## config.mk

```make
export PLATFORM = sky130hd
export DESIGN_NAME = utf8_stream_validator
export DESIGN_NICKNAME = d
export VERILOG_FILES = /design/src/utf8sv_pkg.sv /design/src/utf8_stream_validator.sv /design/src/utf8sv_step.sv /design/src/utf8sv_out_reg.sv
export SDC_FILE = /design/constraint.sdc
export NUM_CORES = 1
export LEC_CHECK = 0
export BUFFER_PORTS_ARGS = -buffer_cell sky130_fd_sc_hd__buf_2
export CORE_ASPECT_RATIO = 1.25
export CORE_MARGIN = 3
export CORE_UTILIZATION = 50
export DETAILED_ROUTE_END_ITERATION = 6
export PLACE_DENSITY = 0.7
export SETUP_SLACK_MARGIN = 0.1
export SYNTH_ARGS = -nofsm -noshare
export SYNTH_HDL_FRONTEND = slang
export SYNTH_HIERARCHICAL = 1
export SYNTH_SLANG_ARGS = --single-unit
```

## constraint.sdc

```tcl
create_clock -name clk -period 4.8 [get_ports clk]
set_input_delay 0.24 -clock clk [delete_from_list [all_inputs] [get_ports clk]]
set_output_delay 0.24 -clock clk [all_outputs]
set_load 0.05 [all_outputs]
```

## src/utf8sv_pkg.sv

```systemverilog
// ---------------------------------------------------------------------------
// utf8sv_pkg
// types and constants shared by the utf8 stream validator
// ---------------------------------------------------------------------------
package utf8sv_pkg;

  localparam int unsigned CP_W = 21;

  typedef enum logic [1:0] {
    SEQ_NONE  = 2'd0,
    SEQ_TWO   = 2'd1,
    SEQ_THREE = 2'd2,
    SEQ_FOUR  = 2'd3
  } seq_t;

  typedef struct packed {
    logic [1:0]      pending;
    seq_t            seq_len;
    logic [CP_W-1:0] acc;
    logic            err;
  } state_t;

  localparam state_t STATE_RESET = '{pending: 2'd0, seq_len: SEQ_NONE,
                                     acc: '0, err: 1'b0};

  localparam logic [7:0]      ASCII_LOW = 8'h20;
  localparam logic [7:0]      ASCII_DEL = 8'h7F;
  localparam logic [CP_W-1:0] MIN_TWO   = 21'h00080;
  localparam logic [CP_W-1:0] MIN_THREE = 21'h00800;
  localparam logic [CP_W-1:0] MIN_FOUR  = 21'h10000;
  localparam logic [CP_W-1:0] CP_MAX    = 21'h10FFFF;
  localparam logic [CP_W-1:0] SURR_LO   = 21'h0D800;
  localparam logic [CP_W-1:0] SURR_HI   = 21'h0DFFF;

endpackage

```

## src/utf8_stream_validator.sv

```systemverilog
// ---------------------------------------------------------------------------
// utf8_stream_validator
// checks byte strings for well-formed printable utf8, one verdict per string
// ---------------------------------------------------------------------------
// channel  dir  tdata          tlast      note
// s_*      in   [7:0] byte     last byte  one transfer per byte
// m_*      out  [0] verdict    -          one transfer per string
//
// one byte per cycle unless the input side stalls; after the transfer of the last
// byte a verdict passes the input register and then the result register
// synchronous reset clears the input register valid, sequence state and result valid
// the input side stalls only while a verdict is held and the next last byte
// waits in the input register
// ---------------------------------------------------------------------------
module utf8_stream_validator (
  input  logic       clk,
  input  logic       rst,
  input  logic       s_tvalid,
  output logic       s_tready,
  input  logic [7:0] s_tdata,  // [7:0] text_byte
  input  logic       s_tlast,
  output logic       m_tvalid,
  input  logic       m_tready,
  output logic [7:0] m_tdata   // [0] string_valid, [7:1] zero
);

  logic               in_v;
  logic [7:0]         in_byte;
  logic               in_last;
  logic               advance;
  logic               out_free;
  logic               verdict;
  logic               result;
  utf8sv_pkg::state_t st;
  utf8sv_pkg::state_t st_next;

  assign advance  = in_v && (!in_last || out_free);
  assign s_tready = !in_v || advance;

  always_ff @(posedge clk) begin
    if (rst) begin
      in_v <= 1'b0;
    end else if (s_tready) begin
      in_v <= s_tvalid;
    end
  end

  always_ff @(posedge clk) begin
    if (s_tready && s_tvalid) begin
      in_byte <= s_tdata;
      in_last <= s_tlast;
    end
  end

  utf8sv_step u_step (
    .st        (st),
    .text_byte (in_byte),
    .st_next   (st_next),
    .verdict   (verdict)
  );

  always_ff @(posedge clk) begin
    if (rst) begin
      st <= utf8sv_pkg::STATE_RESET;
    end else if (advance) begin
      st <= in_last ? utf8sv_pkg::STATE_RESET : st_next;
    end
  end

  utf8sv_out_reg u_out (
    .clk      (clk),
    .rst      (rst),
    .load     (advance && in_last),
    .verdict  (verdict),
    .free     (out_free),
    .m_tvalid (m_tvalid),
    .m_tready (m_tready),
    .result   (result)
  );

  assign m_tdata = {7'd0, result};

endmodule

```

## src/utf8sv_step.sv

```systemverilog
// ---------------------------------------------------------------------------
// utf8sv_step
// decodes one byte against the current sequence state
// ---------------------------------------------------------------------------
module utf8sv_step (
  input  utf8sv_pkg::state_t st,
  input  logic [7:0]         text_byte,
  output utf8sv_pkg::state_t st_next,
  output logic               verdict
);

  logic [utf8sv_pkg::CP_W-1:0] cp;
  logic                        cp_bad;

  assign cp = {st.acc[utf8sv_pkg::CP_W-7:0], text_byte[5:0]};

  always_comb begin
    cp_bad = 1'b0;
    unique case (st.seq_len)
      utf8sv_pkg::SEQ_TWO:   if (cp < utf8sv_pkg::MIN_TWO) cp_bad = 1'b1;
      utf8sv_pkg::SEQ_THREE: if (cp < utf8sv_pkg::MIN_THREE) cp_bad = 1'b1;
      utf8sv_pkg::SEQ_FOUR:  if (cp < utf8sv_pkg::MIN_FOUR) cp_bad = 1'b1;
      utf8sv_pkg::SEQ_NONE:  cp_bad = 1'b0;
    endcase
    if (cp > utf8sv_pkg::CP_MAX) cp_bad = 1'b1;
    if (cp >= utf8sv_pkg::SURR_LO && cp <= utf8sv_pkg::SURR_HI) cp_bad = 1'b1;
  end

  always_comb begin
    st_next = st;
    if (st.pending == 2'd0) begin
      priority if (text_byte < utf8sv_pkg::ASCII_LOW || text_byte == utf8sv_pkg::ASCII_DEL) begin
        st_next.err = 1'b1;
      end else if (!text_byte[7]) begin
        st_next.err = st.err;
      end else if (text_byte[7:5] == 3'b110) begin
        st_next.pending = 2'd1;
        st_next.seq_len = utf8sv_pkg::SEQ_TWO;
        st_next.acc     = {16'd0, text_byte[4:0]};
      end else if (text_byte[7:4] == 4'b1110) begin
        st_next.pending = 2'd2;
        st_next.seq_len = utf8sv_pkg::SEQ_THREE;
        st_next.acc     = {17'd0, text_byte[3:0]};
      end else if (text_byte[7:3] == 5'b11110) begin
        st_next.pending = 2'd3;
        st_next.seq_len = utf8sv_pkg::SEQ_FOUR;
        st_next.acc     = {18'd0, text_byte[2:0]};
      end else begin
        st_next.err = 1'b1;
      end
    end else begin
      st_next.acc     = cp;
      st_next.pending = st.pending - 2'd1;
      if (text_byte[7:6] != 2'b10) st_next.err = 1'b1;
      if (st.pending == 2'd1 && cp_bad) st_next.err = 1'b1;
    end
  end

  assign verdict = !st_next.err && (st_next.pending == 2'd0);

endmodule

```

## src/utf8sv_out_reg.sv

```systemverilog
// ---------------------------------------------------------------------------
// utf8sv_out_reg
// result register holding one verdict until the sink takes it
// ---------------------------------------------------------------------------
module utf8sv_out_reg (
  input  logic clk,
  input  logic rst,
  input  logic load,
  input  logic verdict,
  output logic free,
  output logic m_tvalid,
  input  logic m_tready,
  output logic result
);

  assign free = !m_tvalid || m_tready;

  always_ff @(posedge clk) begin
    if (rst) begin
      m_tvalid <= 1'b0;
    end else if (load) begin
      m_tvalid <= 1'b1;
    end else if (m_tready) begin
      m_tvalid <= 1'b0;
    end
  end

  always_ff @(posedge clk) begin
    if (load) begin
      result <= verdict;
    end
  end

endmodule

```

==> flow_metrics.tcl <==
set metrics [dict create \
    rows 23 \
    crit_arrival_ns 2.02 \
    syn_area_mm2 0.001750 \
    fin_nets 207 \
    cts.sinks 32 \
    grt_antenna_before_repair 0 \
    dp_hpwl_um 2546 \
    syn2layout_area_growth_pct 3.360 \
    final.setup.tns_ns 0 \
    fillerInstances 302 \
    cp_max_fo 13 \
    routed_wl_um 3727 \
    fmax_mhz 535.8 \
    critical_path.top_delay_family "flip-flops" \
    dieArea_mm2 0.004251 \
    overflow 0 \
    path_buf_inv 0 \
    cts_buffers 5 \
    slew_violations 0 \
    clk_latency_ns 0.28 \
    syn_inst 190 \
    cts_hold_buf 0 \
    drv_cap 0 \
    crit_type "reg -> reg" \
    rr_worst_depth 5 \
    dieWidth_um 58.92 \
    power_frac_clock_pct 35.6 \
    h-tree-depth 2 \
    timing.rr.end "st[1]$_SDFFE_PP0P_" \
    p_seq_share_pct 54.1 \
    drt_iter0_drc 98 \
    root_buffer "clkbuf_8" \
    drive_gt1_share_pct 21.54 \
    final_antenna_net_count 0 \
    path_clk_slew_ns 0.06 \
    min_path_type "in -> reg" \
    rsz0062_at_grt "no" \
    avgSynthCellArea_um2 9.213 \
    diodes 0 \
    gp_congestion 0.8864 \
    hold_violations 0 \
    slowest_delay_ns 0.53 \
    leakage_uw 0.0006392 \
    crit_path_end_kind "flop" \
    detail_route.wl_per_cell_um 16.06 \
    fin_crit_sh_pct 38.88 \
    rrSetupSlack_ns 2.93 \
    track_usage_pct 19.02 \
    vias 1430 \
    grt_pass1_wl_um 6196 \
    post-cts-setup-buffers 0 \
    initial_utilization_pct 53.36 \
    synth-warning-count 6 \
    start_kind "flop" \
    cts_tree "built" \
    r2r-start "in_byte[5]$_DFFE_PP_" \
    drt-pass1-iter-count 4 \
    worst-path-stages 5 \
    tightest_slew_ns 0.7414 \
    path_cells "nand3_1 -> a31oi_4 -> mux2_2 -> nand2_1 -> a21oi_1" \
    via_per_inst 6.164 \
    p_per_area_mw_per_mm2 302.7 \
    max_slew_margin_pct 50.35 \
    clk_path_buf_depth 2 \
    status "finished clean" \
    postCtsResizedCells 0 \
    skew_ns 0.002940 \
    grt_pass1_vias 1401 \
    power_switching_uw 141.3 \
    drc 0 \
    vdd_drop_max_mv 0.2263 \
    setup_viol 0 \
    port_buffers 15 \
    cp_slowest_cell "edfxtp_1" \
    pwr-share-comb_pct 10.3 \
    grt_max_degree 23 \
    cp-endpoint "st[1]$_SDFFE_PP0P_" \
    power_uw 547.6 \
    die_h_um 72.15 \
    core-area_mm2 0.003281 \
    finalCriticalPeriod_ns 1.866 \
    internal_power_uw 406.3 \
    crit_start "in_byte[5]$_DFFE_PP_" \
    ios 23 \
    swShare_pct 25.80 \
    critPathRequiredTime_ns 4.95 \
]
## registers in the layout, indices dropped and copies added, names as in the netlist
signal and flops:
st 20, in_byte 8, in_last 1, in_v 1
u_out/m_tvalid 1, u_out/result 1
## per-stage QoR
stage          hold WS (ns)  area (um^2)  setup slack [ns]  instances  util, %
3_5_place_dp         0.4187         1728             2.992        224    52.67
4_1_cts              0.1212         1809             2.989        232    55.15
3_3_place_gp         0.4177         1728             3.072        224    52.67
6_report             0.1316         1809             2.934        232    55.15
5_1_grt              0.1180         1809             2.867        232    55.15
2_1_floorplan        0.3024         1773             2.804        196        -
## cells in the final DEF, fill, tap and decap left out, drive strengths merged, types with 3 or more instances in the layout
cell type   n
o21ai      23
or4         3
nand2b      3
nand3       5
inv         6
a22o       12
buf        15
dfxtp      22
mux2        3
clkbuf      7
conb        7
a21oi      27
nand2      22
edfxtp     10
## per-layer routing
metal / vias up / routed length [um] / GRT usage (%)
met5: - / 0 / 0
met4: 0 / 150 / 11.08
met3: 21 / 236 / 4.804
met2: 77 / 1855 / 31.20
met1: 646 / 1485 / 22.05
li1: 686 / - / -
## worst min path at each step
stage / start / end / slack (ns) / depth (start not counted)
after detailed placement: s_tdata[6] / in_byte[6]$_DFFE_PP_ / 0.42 / 1
after global placement: s_tdata[3] / in_byte[3]$_DFFE_PP_ / 0.42 / 1
after global routing: s_tdata[2] / in_byte[2]$_DFFE_PP_ / 0.12 / 1
after CTS: s_tdata[6] / in_byte[6]$_DFFE_PP_ / 0.12 / 1
final: s_tdata[0] / in_byte[0]$_DFFE_PP_ / 0.13 / 1
after floorplan: rst / u_out/m_tvalid$_SDFFE_PP0P_ / 0.30 / 1
## power groups by stage
stage	logic, uW	clock network (uW)	registers [uW]
5_1_grt	60.9	213	297
3_3_place_gp	54.2	0	301
6_report	56.6	195	296
4_1_cts	56.0	203	296
2_1_floorplan	55.9	0	298
3_5_place_dp	55.7	0	302
## final cells by class
| class | count | area (um^2) | share of cell area (%) |
|---|---|---|---|
| multi-input cells | 134 | 843.3 | 46.61 |
| flip-flops and latches | 32 | 740.7 | 40.94 |
| clock buffers | 7 | 76.32 | 4.219 |
| repair buffers | 15 | 75.07 | 4.149 |
| well taps | 37 | 46.29 | 2.559 |
| inverters | 6 | 22.52 | 1.245 |
| clock inverters | 1 | 5.005 | 0.2766 |
No activity file was read; power rests on OpenSTA's default activity.
